`src/pidaw_pkg.sv`:
```
package pidaw_pkg;

   localparam int ValueWidth = 32;
   localparam logic signed [31:0] ValueMax = 32'sh7fffffff;
   localparam logic signed [31:0] ValueMin = 32'sh80000000;
   localparam logic signed [31:0] PiRaw = 32'sd205887;
   localparam logic signed [31:0] HalfTurnDegRaw = 32'sd11796480;
   localparam logic [30:0] TiThresholdRaw = 31'd6;

   // csr indexes
   localparam logic [2:0] CsrKp = 3'd0;
   localparam logic [2:0] CsrTi = 3'd1;
   localparam logic [2:0] CsrTd = 3'd2;
   localparam logic [2:0] CsrTrim = 3'd3;
   localparam logic [2:0] CsrMin = 3'd4;
   localparam logic [2:0] CsrMax = 3'd5;
   localparam logic [2:0] CsrWrap = 3'd6;

   localparam logic [1:0] WrapDeg = 2'd1;
   localparam logic [1:0] WrapRad = 2'd2;

   typedef enum logic [3:0] {
      ST_IDLE, ST_ERR, ST_WRAP, ST_PTERM, ST_IMUL, ST_IDIV, ST_IACC,
      ST_DMUL, ST_DDIV, ST_SUM, ST_CLAMP, ST_DONE
   } state_type;

   // controller to datapath commands
   typedef struct packed {
      logic load;
      logic err;
      logic wrap;
      logic pterm;
      logic imul;
      logic idiv_start;
      logic iacc;
      logic dmul;
      logic ddiv_start;
      logic sum;
      logic clamp;
   } cmd_type;

   typedef struct packed {
      logic div_done;
   } status_type;

   // saturate a 66-bit signed value to 32 bits
   function automatic logic signed [31:0] sat66(input logic signed [65:0] v);
      logic signed [31:0] r;
      if (v > 66'sd2147483647) r = ValueMax;
      else if (v < -66'sd2147483648) r = ValueMin;
      else r = v[31:0];
      return r;
   endfunction

endpackage

```
`src/pidaw_control.sv`:
```
module pidaw_control (
   input  logic                   clock,
   input  logic                   reset,
   input  logic                   req_valid,
   output logic                   req_stall,
   output logic                   rsp_valid,
   input  logic                   rsp_stall,
   input  pidaw_pkg::status_type  status,
   output pidaw_pkg::cmd_type     cmd
);
   import pidaw_pkg::*;

   state_type state_ff, state_in;
   logic out_ff, out_in;

   always_ff @(posedge clock) begin
      if (reset) state_ff <= ST_IDLE;
      else state_ff <= state_in;
   end

   // sequence one tick through the datapath
   always_comb begin
      state_in = state_ff;
      cmd = '0;
      unique case (state_ff)
         ST_IDLE: if (req_valid && !out_ff) begin
            cmd.load = 1'b1;
            state_in = ST_ERR;
         end
         ST_ERR: begin cmd.err = 1'b1; state_in = ST_WRAP; end
         ST_WRAP: begin cmd.wrap = 1'b1; state_in = ST_PTERM; end
         ST_PTERM: begin state_in = ST_IMUL; end
         ST_IMUL: begin cmd.pterm = 1'b1; state_in = ST_IDIV; end
         ST_IDIV: begin cmd.idiv_start = 1'b1; state_in = ST_IACC; end
         ST_IACC: if (status.div_done) begin
            cmd.iacc = 1'b1;
            state_in = ST_DMUL;
         end
         ST_DMUL: begin cmd.dmul = 1'b1; state_in = ST_DDIV; end
         ST_DDIV: begin cmd.ddiv_start = 1'b1; state_in = ST_SUM; end
         ST_SUM: if (status.div_done) state_in = ST_CLAMP;
         ST_CLAMP: begin cmd.sum = 1'b1; state_in = ST_DONE; end
         ST_DONE: begin
            cmd.clamp = 1'b1;
            state_in = ST_IDLE;
         end
         default: state_in = ST_IDLE;
      endcase
   end

   // result register handshake
   always_comb begin
      out_in = out_ff;
      if (out_ff && !rsp_stall) out_in = 1'b0;
      if (state_ff == ST_DONE) out_in = 1'b1;
   end
   always_ff @(posedge clock) begin
      if (reset) out_ff <= 1'b0;
      else out_ff <= out_in;
   end

   assign rsp_valid = out_ff;
   assign req_stall = (state_ff != ST_IDLE) || out_ff;

   a_one_cmd: assert property (@(posedge clock) disable iff (reset)
      $onehot0(cmd)) else $error("more than one command");
   a_load_idle: assert property (@(posedge clock) disable iff (reset)
      cmd.load |-> !out_ff) else $error("load while result pending");
   a_done_out: assert property (@(posedge clock) disable iff (reset)
      state_ff == ST_DONE |=> out_ff) else $error("result not raised");

endmodule

```
`config.mk`:
```
export PLATFORM = sky130hd
export DESIGN_NAME = pidaw_control
export DESIGN_NICKNAME = d
export VERILOG_FILES = /design/src/pidaw_pkg.sv /design/src/pidaw_control.sv
export SDC_FILE = /design/constraint.sdc
export NUM_CORES = 1
export LEC_CHECK = 0
export BUFFER_PORTS_ARGS = -buffer_cell sky130_fd_sc_hd__buf_4
export CORE_AREA = 2 2 39 41
export CTS_BUF_LIST = sky130_fd_sc_hd__clkbuf_4 sky130_fd_sc_hd__clkbuf_8
export DETAILED_ROUTE_END_ITERATION = 7
export DIE_AREA = 0 0 41 43
export PLACE_DENSITY = 0.58
export SLEW_MARGIN = 20
export SYNTH_ARGS = -nofsm -noshare
export SYNTH_HDL_FRONTEND = slang
export SYNTH_SLANG_ARGS = --single-unit
```
`constraint.sdc`:
```
create_clock -name clock -period 3.6 [get_ports clock]
set_clock_uncertainty 0.1 [all_clocks]
set_input_delay 0.18 -clock clock [delete_from_list [all_inputs] [get_ports clock]]
set_output_delay 0.18 -clock clock [all_outputs]
set_load 0.01 [all_outputs]
```
# --- Word level (Yosys, flattened, before mapping) ---
# Index checks and enable logic that the tools add are counted.
totals:
  inputBits: 5
  output_inout_bits: 13
  ff_bits: 5
  wordCells: 43
classes:
  muxes: 18
  eq_ne: 14
  reduce_logical: 9
op_table:
  columns: ["op", "n"]
  rows:
  - ["4-bit one-hot mux with 11 select lines", 1]
  - ["4-bit by 3-bit == test with 1-bit output, second input constant", 4]
  - ["4-bit == test, second input constant", 4]
  - ["1-bit two-way mux", 14]
  - ["4-bit two-way mux", 3]
  - ["4-bit by 2-bit == test with 1-bit output, second input constant", 2]
  - ["2-bit != test, second input constant", 3]
  - ["4-bit by 1-bit == test with 1-bit output, second input constant", 1]
  - ["4-bit logical NOT", 1]
  - ["4-bit nonzero test", 1]
  - ["3-bit AND reduction", 1]
  - ["1-bit logical AND", 2]
  - ["1-bit logical NOT", 2]
  - ["2-bit nonzero test", 1]
  - ["1-bit logical OR", 1]

# --- Depth between registers and ports, before layout ---
# Gate-level depths: netlist of run 1.
depth:
  word_depth: 4
  ltp_mapped: 5
  mapped_depth_nobuf: 4

# --- Worst setup path after synthesis of run 1 ---
# Ideal clock, no wire load.
synth_timing:
  kind: "reg-to-output"
  startpoint: "register state_ff[1]"
  endpoint: "output req_stall"
  setup_slack_ns: 2.156
  required_time_ns: 3.320
  path_buffers: 2
  arrival_ns: 1.164
  path_stages_with_launch: 5
  cell_sequence: "dfxtp_1 > buf_6 > or2_1 > buf_6 > or4_4"
synth_between:
  elab_chain_cells: 2
synth_rtl:
  columns: ["element", "line", "source"]
  rows:
  - ["start: declaration", "pidaw_control.sv:13", "state_type state_ff, state_in;"]
  - ["start signal: assignment", "pidaw_control.sv:18", "else state_ff <= state_in;"]
  - ["4-bit nonzero test", "pidaw_control.sv:63", "assign req_stall = (state_ff != ST_IDLE) || out_ff;"]
  - ["1-bit logical OR", "pidaw_control.sv:63", null]
  - ["end: declaration", "pidaw_control.sv:5", "output logic req_stall,"]
# No other way between the ends.

# --- Worst setup path after layout of run 1 ---
layout_timing:
  startpoint: "register state_ff[3]"
  endpoint: "output req_stall"
# The elaborated chain is that of the path after synthesis.

==> results of run 1 <==
routing by layer:
layer,track usage,vias to the layer above,routed length [µm]
met5,0,-,0
met4,0.100,0,0
met3,0.0157,0,44
met2,0.159,11,392
met1,0.0932,164,334
li1,-,190,-
placed cells by master, fill, tap and decap left out, drive strengths merged:
cell type  Yosys  routed
clkbuf         0       4
conb           1       1
buf            6      16
o221ai         1       1
and4           1       1
or2            1       1
nor3           6       6
nand2          4       4
nor4           2       2
nor2b          1       1
dfxtp          5       5
a21oi          4       4
xnor2          2       2
nor2           5       5
nand2b         2       2
o21a           1       1
nand3          1       1
nor4b          1       1
inv            3       3
or4            1       1
critical path: stages (launching register included):
cell,delay [ps]
dfxtp_1,370
or2_1,320
or4_4,420
buf_4,150
path summary, 6_finish.rpt:
check	slack, ps	endpoint	cells past startpoint	start
worst max register to register	2340	state_ff[0]	3	state_ff[2]
worst max-delay path	1820	req_stall	3	state_ff[3]
worst min-delay path	40	state_ff[0]	2	reset
worst min register to register	440	rsp_valid	2	rsp_valid
power breakdown:
part	total [W]	internal, W	switching (W)
clock	0.0000703	0.0000493	0.0000210
combinational	0.0000443	0.0000234	0.0000209
sequential	0.0000679	0.0000592	0.00000873
logic make-up after synthesis:
logic type,Yosys count
compound gates,6
xor+xnor,2
buf+inv,9
flops,5
other cells,1
simple gates,25
metrics by stage:
step	setup WS (ps)	total power, W	cell area [µm²]	utilization	hold slack, ps
2_1_floorplan	2160	0.000103	362	-	149
3_3_place_gp	2100	0.000113	445	0.322	285
3_5_place_dp	2070	0.000113	445	0.322	285
4_1_cts	1820	0.000186	475	0.344	33.5
5_1_grt	1740	0.000196	475	0.344	29.9
6_report	1820	0.000182	475	0.344	40.1
layout make-up:
class	count	area, µm²	share of cell area
Sequential cell	5	100	0.211
Inverter	3	11.3	0.0237
Clock buffer	4	30.0	0.0632
Timing Repair Buffer	16	120	0.253
Multi-Input combinational cell	34	194	0.408
Tap cell	16	20.0	0.0421
registers in the layout (all words and copies together), names as in the netlist:
register	count
state_ff	4
rsp_valid	1
==> metrics.cfg, run 1 <==
[drt]
drt_iter0_markers = 3
first_pass_iters = 2
drt-total-wl_um = 770
drc = 0
wl_per_cell_um = 9.87
vias = 365
antenna_left = 0
via_per_inst = 4.68

[synth]
syn_area_um2 = 362
yosysUniqueCellTypes = 20
synth_compound_area_frac = 0.100
synthFlopType = dfxtp_1
synthTopCellsByCount = 6 x nor3_1, 5 x dfxtp_1, 5 x nor2_1
syn_area_per_cell_um2 = 7.53
synth_top_family_by_area = simple AND/OR/NAND/NOR gates
synth_xor_area_frac = 0.0484
synth_fa_ha_area_frac = 0
yosys_register_bits = 5
synth.most_common_cell = nor3_1
synthMuxAreaShare = 0
synth_nets = 53
yosysWarnings = 0
syn-instance-count = 48
yosysTopAreaCellShare = 0.277
ys_top_cells_by_area = dfxtp_1 28%, buf_6 9.3%, nor3_1 8.3%, buf_4 6.2%, a21oi_1 5.5%
synth_area_leader_cell = dfxtp_1
synth_edf_count = 0
ys_async_sr_fraction = 0
yosysSeqAreaShare = 0.277
synth-simple-area-share = 0.377

[clock_network]
path_clk_slew_ps = 40
cts_tree = done
clock_latency_ps = 240
cts.sinks = 5
clockBufferDepth = 2
cts_setup_buffers = 0
cts_root_buf = clkbuf_4
cts.repair.resized = 0
holdBufCountCts = 0
htree_levels = 1
cts_made_buffers = 3

[critical_path]
worstSetupPathType = reg -> out
arrival_ps = 1500
crit_fanout = 9
critPathRequiredTime_ps = 3320
cp-end-kind = output port
start_kind = flip-flop

[sta]
tns_ps = 0
layout_min_cycle_time_ps = 1780
max_freq_mhz = 562
slew_viol_final = 0
finalCritPeriodShare = 0.495
hold_violations = 0
rsz0062_at_grt = false
setup_viol = 0

[finish]
fillerInstances = 153
nNetsFinal = 68
n_antenna_cell = 0
syn_to_final_growth_pct = 31.5
fin_cells = 78
drive_gt1_frac = 0.355

[power_and_ir_drop]
peakVddDrop_mv = 0.157
leakage_nw = 0.213
p_per_area_mw_per_mm2 = 384

[floorplan]
die_height_um = 43
io_pins = 18
die_x_um = 41
rows = 14
initial_core_util = 0.261
die-area_mm2 = 0.00176
coreArea_mm2 = 0.00138

[grt]
grt_pass1_vias = 303
grt_max_degree = 12
groute.usage.overall = 0.0984
grt_overflow_total = 0
grt_pass1_wl_mm = 1.15
grt_antenna_before_repair = 0

[placed_design]
dp_cells = 74
gp_congestion = 0.736
dp_hpwl_um = 605
portBuffers = 16

[flow_run]
cap_violations = 0

[outcome]
status = completed

[worst_hold_path]
hp-class = in -> reg

Power figures use the tool's default switching activity.
==> run 2: changes to the inputs <==
--- a/config.mk
+++ b/config.mk
@@ -5,12 +5,13 @@
 export SDC_FILE = /design/constraint.sdc
 export NUM_CORES = 1
 export LEC_CHECK = 0
+export ABC_AREA = 1
 export BUFFER_PORTS_ARGS = -buffer_cell sky130_fd_sc_hd__buf_4
 export CORE_AREA = 2 2 39 41
 export CTS_BUF_LIST = sky130_fd_sc_hd__clkbuf_4 sky130_fd_sc_hd__clkbuf_8
 export DETAILED_ROUTE_END_ITERATION = 7
 export DIE_AREA = 0 0 41 43
-export PLACE_DENSITY = 0.58
+export PLACE_DENSITY = 0.59
 export SLEW_MARGIN = 20
 export SYNTH_ARGS = -nofsm -noshare
 export SYNTH_HDL_FRONTEND = slang
==> constraint.sdc (replaced) <==
create_clock -name clock -period 1.8 [get_ports clock]
set_clock_uncertainty 0.1 [all_clocks]
set_input_delay 0.09 -clock clock [delete_from_list [all_inputs] [get_ports clock]]
set_output_delay 0.09 -clock clock [all_outputs]
set_load 0.01 [all_outputs]
==> metrics.cfg, run 2 <==
[synth]
yosysWarnings = 0  ; unchanged
synth_edf_count = 0  ; unchanged
ys_async_sr_fraction = 0  ; unchanged
syn-instance-count = 66  ; +38%
yosys_register_bits = 5  ; unchanged
synthFlopType = dfxtp_1
syn_area_um2 = 372  ; +2.8%
ys_top_cells_by_area = dfxtp_1 27%, nor2_1 17%, nand2_1 11%, inv_1 10%, nand3_1 6.7%
yosysTopAreaCellShare = 0.269  ; -0.00746
synth_nets = 71  ; +34%
synth_area_leader_cell = dfxtp_1
syn_area_per_cell_um2 = 5.63  ; -25%
synthTopCellsByCount = 17 x nor2_1, 11 x nand2_1, 10 x inv_1
synth.most_common_cell = nor2_1
yosysUniqueCellTypes = 14  ; -30%
yosysSeqAreaShare = 0.269  ; -0.00746

[finish]
largest_reg_flops = 4  ; unchanged
drive_gt1_frac = 0.349  ; -0.00600
n_antenna_cell = 0  ; unchanged
syn_to_final_growth_pct = 47.1
regMostFlops = state_ff
nNetsFinal = 92  ; +35%
fillerInstances = 160  ; +4.6%
final_common_cell = nor2_1
final_cell_mix = 17 x nor2_1, 16 x buf_4, 11 x nand2_1, 10 x inv_1

[grt]
grt_max_degree = 6  ; -6
groute.usage.overall = 0.114  ; +0.0161
grt_overflow_total = 0  ; unchanged
grt_pass1_vias = 356  ; +17%
grt_pass1_wl_mm = 1.37  ; +19%
grt_antenna_before_repair = 0  ; unchanged

[placed_design]
portBuffers = 16  ; unchanged
dp_hpwl_um = 705  ; +17%
gp_congestion = 0.724  ; -1.6%

[drt]
vias = 395  ; +8.2%
antenna_left = 0  ; unchanged
drc = 0  ; unchanged
wl_per_cell_um = 8.44  ; -14%
drt-total-wl_um = 861  ; +12%
via_per_inst = 3.87  ; -17%
drt_iter0_markers = 6  ; +3
first_pass_iters = 3  ; +1

[sta]
finalCritPeriodShare = 0.911
rsz0062_at_grt = false
setup_viol = 0  ; unchanged
max_freq_mhz = 610
tns_ps = 0  ; unchanged
fin_hold_ws_ps = 149  ; +109 ps
layout_min_cycle_time_ps = 1640
slew_viol_final = 0  ; unchanged
hold_violations = 0  ; unchanged

[critical_path]
worst-path-buf-inv = 3  ; +2
worstSetupPathType = reg -> reg
r2r_slack_ps = 160  ; -2180 ps
max_stage_delay_ps = 540  ; +120 ps
crit_fanout = 3  ; -6
start_kind = flip-flop
cp_cell_sequence = inv_2 -> nor2_2 -> inv_1 -> nor2_1 -> a21oi_1 -> nor2_1 -> dlygate4sd3_1
path_delay_family = buffers and inverters
cp-end-kind = flip-flop
slowest_stage = dlygate4sd3_1
arrival_ps = 1720  ; +220 ps
critPathRequiredTime_ps = 1880  ; -1440 ps
path_common_cell = nor2_1

[floorplan]
die_x_um = 41  ; unchanged
die_height_um = 43  ; unchanged
io_pins = 18  ; unchanged
rows = 14  ; unchanged
coreArea_mm2 = 0.00138  ; unchanged
initial_core_util = 0.269  ; +0.00723
die-area_mm2 = 0.00176  ; unchanged

[clock_network]
path_clk_slew_ps = 40  ; about the same
cts_setup_buffers = 0  ; unchanged
cts_tree = done
cts_root_buf = clkbuf_4
clockBufferDepth = 2  ; unchanged
htree_levels = 1  ; unchanged
clock_latency_ps = 240  ; about the same
cts_made_buffers = 3  ; unchanged
cts.sinks = 5  ; unchanged

[worst_hold_path]
hp-class = in -> reg

[power_and_ir_drop]
p_per_area_mw_per_mm2 = 887  ; +130%
peakVddDrop_mv = 0.313  ; +100%
leakage_nw = 0.303  ; +42%

[outcome]
status = completed

[flow_run]
cap_violations = 0  ; unchanged

[run 2: cell count changes after synthesis, sizes merged, moves of 2 or more]
cell and change:
inv +11, o21ai +2, buf -4, nor2 +15
nor3 -6, nand2b -2, nand3 +4, nor4 -2
xnor2 -2, nand2 +9
[run 2: worst paths after layout]
check | from | end | cells past startpoint
min | status | state_ff[1] | 5
min reg2reg | state_ff[1] | state_ff[1] | 2
max | state_ff[3] | rsp_valid | 7
max reg2reg | state_ff[3] | rsp_valid | 7
[run 2: metal layers]
metal  global-route usage  routed length, µm  part of all wire  vias up
met4               0.0800                  5            0.0058        0
met1                0.135                412              0.48      150
met3               0.0157                 32             0.037        2
li1                     -                  -                 -      233
met5                    0                  0                 0        -
met2                0.178                410              0.48       10
[run 2: worst register-to-register path, cell delays in order (launching register included)]
cell and delay (ps):
dfxtp_1 400, inv_2 60, nor2_2 130, inv_1 80, nor2_1 150, a21oi_1 60, nor2_1 70, dlygate4sd3_1 540
[run 2: cell type report]
| type | count | area [µm²] | share of cell area |
|---|---|---|---|
| Sequential cell | 5 | 100 | 0.183 |
| Inverter | 14 | 52.6 | 0.0961 |
| Clock buffer | 4 | 30.0 | 0.0549 |
| Timing Repair Buffer | 18 | 140 | 0.256 |
| Tap cell | 16 | 20.0 | 0.0366 |
| Multi-Input combinational cell | 45 | 204 | 0.373 |
[run 2: timing repair]
action	4_1_cts	5_1_grt
resized for setup	0	0
endpoints found under the hold margin	3	0
hold buffers	2	0
[run 2: cells by family after synthesis]
logic type             count (synthesis)  synth area share
AOI/OAI and AO/OA                      6            0.0909
and+or+nand+nor                       38             0.448
buffers and inverters                 16             0.182
DFF                                    5             0.269
other                                  1            0.0101
[run 2: metrics by stage]
step,setup slack [ps],cell area (µm²),util,cells,total power [W]
2_1_floorplan,692,372,-,66,0.000275
3_3_place_gp,606,497,0.359,96,0.000348
3_5_place_dp,607,497,0.359,96,0.000346
4_1_cts,142,547,0.395,102,0.000496
5_1_grt,25.7,547,0.395,102,0.000535
6_report,160,547,0.395,102,0.000485
[run 2: power by group]
part / internal, W / leakage (nW) / total [W] / switching, W
clock: 0.0000986 / 0.0184 / 0.000141 / 0.0000421
combinational: 0.0000857 / 0.244 / 0.000203 / 0.000117
sequential: 0.000126 / 0.0409 / 0.000141 / 0.0000153
total: 0.000310 / 0.303 / 0.000485 / 0.000174
==> run 3: changes to the inputs <==
--- a/config.mk
+++ b/config.mk
@@ -6,12 +6,12 @@
 export NUM_CORES = 1
 export LEC_CHECK = 0
 export ABC_AREA = 1
-export BUFFER_PORTS_ARGS = -buffer_cell sky130_fd_sc_hd__buf_4
 export CORE_AREA = 2 2 39 41
 export CTS_BUF_LIST = sky130_fd_sc_hd__clkbuf_4 sky130_fd_sc_hd__clkbuf_8
 export DETAILED_ROUTE_END_ITERATION = 7
 export DIE_AREA = 0 0 41 43
-export PLACE_DENSITY = 0.59
+export DONT_BUFFER_PORTS = 1
+export PLACE_DENSITY = 0.47
 export SLEW_MARGIN = 20
 export SYNTH_ARGS = -nofsm -noshare
 export SYNTH_HDL_FRONTEND = slang
==> metrics.cfg, run 3 (synthesis results as in run 2) <==
[finish]
largest_reg_flops = 4  ; unchanged
fillerInstances = 159  ; -0.63%
final_common_cell = nor2_1
drive_gt1_frac = 0.200  ; -0.149
regMostFlops = state_ff
final_cell_mix = 17 x nor2_1, 11 x nand2_1, 10 x inv_1, 5 x nand3_1, 5 x dfxtp_1
nNetsFinal = 76  ; -17%
n_antenna_cell = 0  ; unchanged
syn_to_final_growth_pct = 14.8

[power_and_ir_drop]
leakage_nw = 0.217  ; -28%
p_clk_frac = 0.331  ; +0.041
power.internal_w = 0.000272  ; -12%
power_frac_comb = 0.354  ; -0.064
power.switching_w = 0.000177  ; +1.5%
p_seq_frac = 0.316  ; +0.024
p_per_area_mw_per_mm2 = 1050  ; +19%
switching_share = 0.394  ; +0.0346
peakVddDrop_mv = 0.362  ; +16%

[clock_network]
cts_made_buffers = 3  ; unchanged
cts_tree = done
cts.repair.resized = 0  ; unchanged
cts_root_buf = clkbuf_4
cts_setup_buffers = 0  ; unchanged
clock_latency_ps = 250  ; about the same
cts.sinks = 5  ; unchanged
path_clk_slew_ps = 40  ; about the same
htree_levels = 1  ; unchanged
clockBufferDepth = 2  ; unchanged

[placed_design]
dp_hpwl_um = 703  ; -0.34%
portBuffers = 0  ; -16
gp_congestion = 0.712  ; -1.7%

[outcome]
status = completed

[grt]
grt_pass1_wl_mm = 1.37  ; unchanged
groute.usage.overall = 0.119  ; +0.00478
use_met3 = 0.105  ; +0.0890
grt_max_degree = 6  ; unchanged
grt_pass1_vias = 362  ; +1.7%
top_usage_layer = met2
grt_overflow_total = 0  ; unchanged
grt_antenna_before_repair = 0  ; unchanged
grtUsageMet2 = 0.175  ; -0.00313
grt_use_met1 = 0.118  ; -0.0168

[critical_path]
ff2ff_path_depth = 6  ; -1
cp_cell_sequence = inv_2 -> nand2_1 -> nor2_1 -> nand2_1 -> nor2_1
cp-end-kind = output port
max_stage_delay_ps = 330  ; -210 ps
worst-path-buf-inv = 1  ; -2
worstSetupPathType = reg -> out
arrival_ps = 1260  ; -460 ps
slowest_stage = dfxtp_1
reg2reg_to = rsp_valid
r2r-start = state_ff[3]
path_delay_family = simple AND/OR/NAND/NOR gates
start_kind = flip-flop
critPathRequiredTime_ps = 1610  ; -270 ps
crit_fanout = 4  ; +1
r2r_slack_ps = 550  ; +390 ps

[sta]
slew_viol_final = 0  ; unchanged
rsz0062_at_grt = false
tns_ps = 0  ; unchanged
max_freq_mhz = 692  ; +13%
layout_min_cycle_time_ps = 1450  ; -194 ps
setup_viol = 0  ; unchanged
hold_violations = 0  ; unchanged
finalCritPeriodShare = 0.803  ; -0.108
fin_hold_ws_ps = 65.3  ; -83.8 ps

[floorplan]
io_pins = 18  ; unchanged
die_x_um = 41  ; unchanged
initial_core_util = 0.269  ; unchanged
die-area_mm2 = 0.00176  ; unchanged
rows = 14  ; unchanged
die_height_um = 43  ; unchanged
coreArea_mm2 = 0.00138  ; unchanged

[worst_hold_path]
hp-class = in -> reg
worstHoldStart = status
hold_depth = 4  ; -1
holdPathEnd = state_ff[1]

[drt]
via_per_inst = 4.24  ; +9.6%
drt_iter0_markers = 9  ; +3
first_pass_iters = 2  ; -1
vias = 365  ; -7.6%
drc = 0  ; unchanged
antenna_left = 0  ; unchanged
wl_per_cell_um = 10.3  ; +22%
drt-total-wl_um = 888  ; +3.1%

[flow_run]
cap_violations = 0  ; unchanged

[run 3: cell count changes in the layout (fill, tap and decap cells not counted), sizes merged]
| cell | previous run | this run |
|---|---|---|
| buf | 16 | 0 |
[run 3: tightest hold or removal path, stage by stage]
cell and delay [ps]:
inv_1 50, nand2_2 90, a21oi_1 60, nor2_1 90
[run 3: layer usage]
metal  share of wire  vias up
met5               0        -
met4               0        0
met3           0.087        0
met2            0.51        8
met1            0.41      157
li1                -      200
[run 3: layout make-up]
type	count	area [µm²]	area share
multi-input cells	45	204	0.478
flip-flops and latches	5	100	0.235
repair buffers	2	20.0	0.0469
well taps	16	20.0	0.0469
clock buffers	4	30.0	0.0704
inverters	14	52.6	0.123
[run 3: metrics by stage]
stage                util  total power (W)  cell area, µm²  std cells  setup WS (ps)
detailed placement  0.272         0.000298             377         80            547
global placement    0.272         0.000298             377         80            593
CTS                 0.308         0.000457             427         86            342
global route        0.308         0.000485             427         86            227
finish              0.308         0.000449             427         86            354
floorplan               -         0.000275             372         66            692
[run 3: power groups by stage]
stage          combinational (W)  sequential (W)  clock, W
2_1_floorplan           0.000134        0.000141         0
4_1_cts                 0.000161        0.000142  0.000155
5_1_grt                 0.000181        0.000144  0.000160
3_3_place_gp            0.000154        0.000144         0
6_report                0.000159        0.000142  0.000148
3_5_place_dp            0.000154        0.000144         0
[run 3: timing repair]
item / 4_1_cts / 5_1_grt
hold buffers: 2 / 0
endpoints found under the setup margin: 0 / 0
hold endpoints to repair: 5 / 0
[run 3: worst max-delay path by stage]
stage | from | slack (ps) | depth (start not counted) | to
finish | state_ff[1] | 350 | 5 | cmd[10]
floorplan | state_ff[0] | 690 | 5 | cmd[10]
global placement | state_ff[2] | 590 | 6 | state_ff[3]
global route | state_ff[1] | 230 | 5 | cmd[10]
CTS | state_ff[2] | 340 | 5 | cmd[10]
detailed placement | state_ff[3] | 550 | 6 | rsp_valid
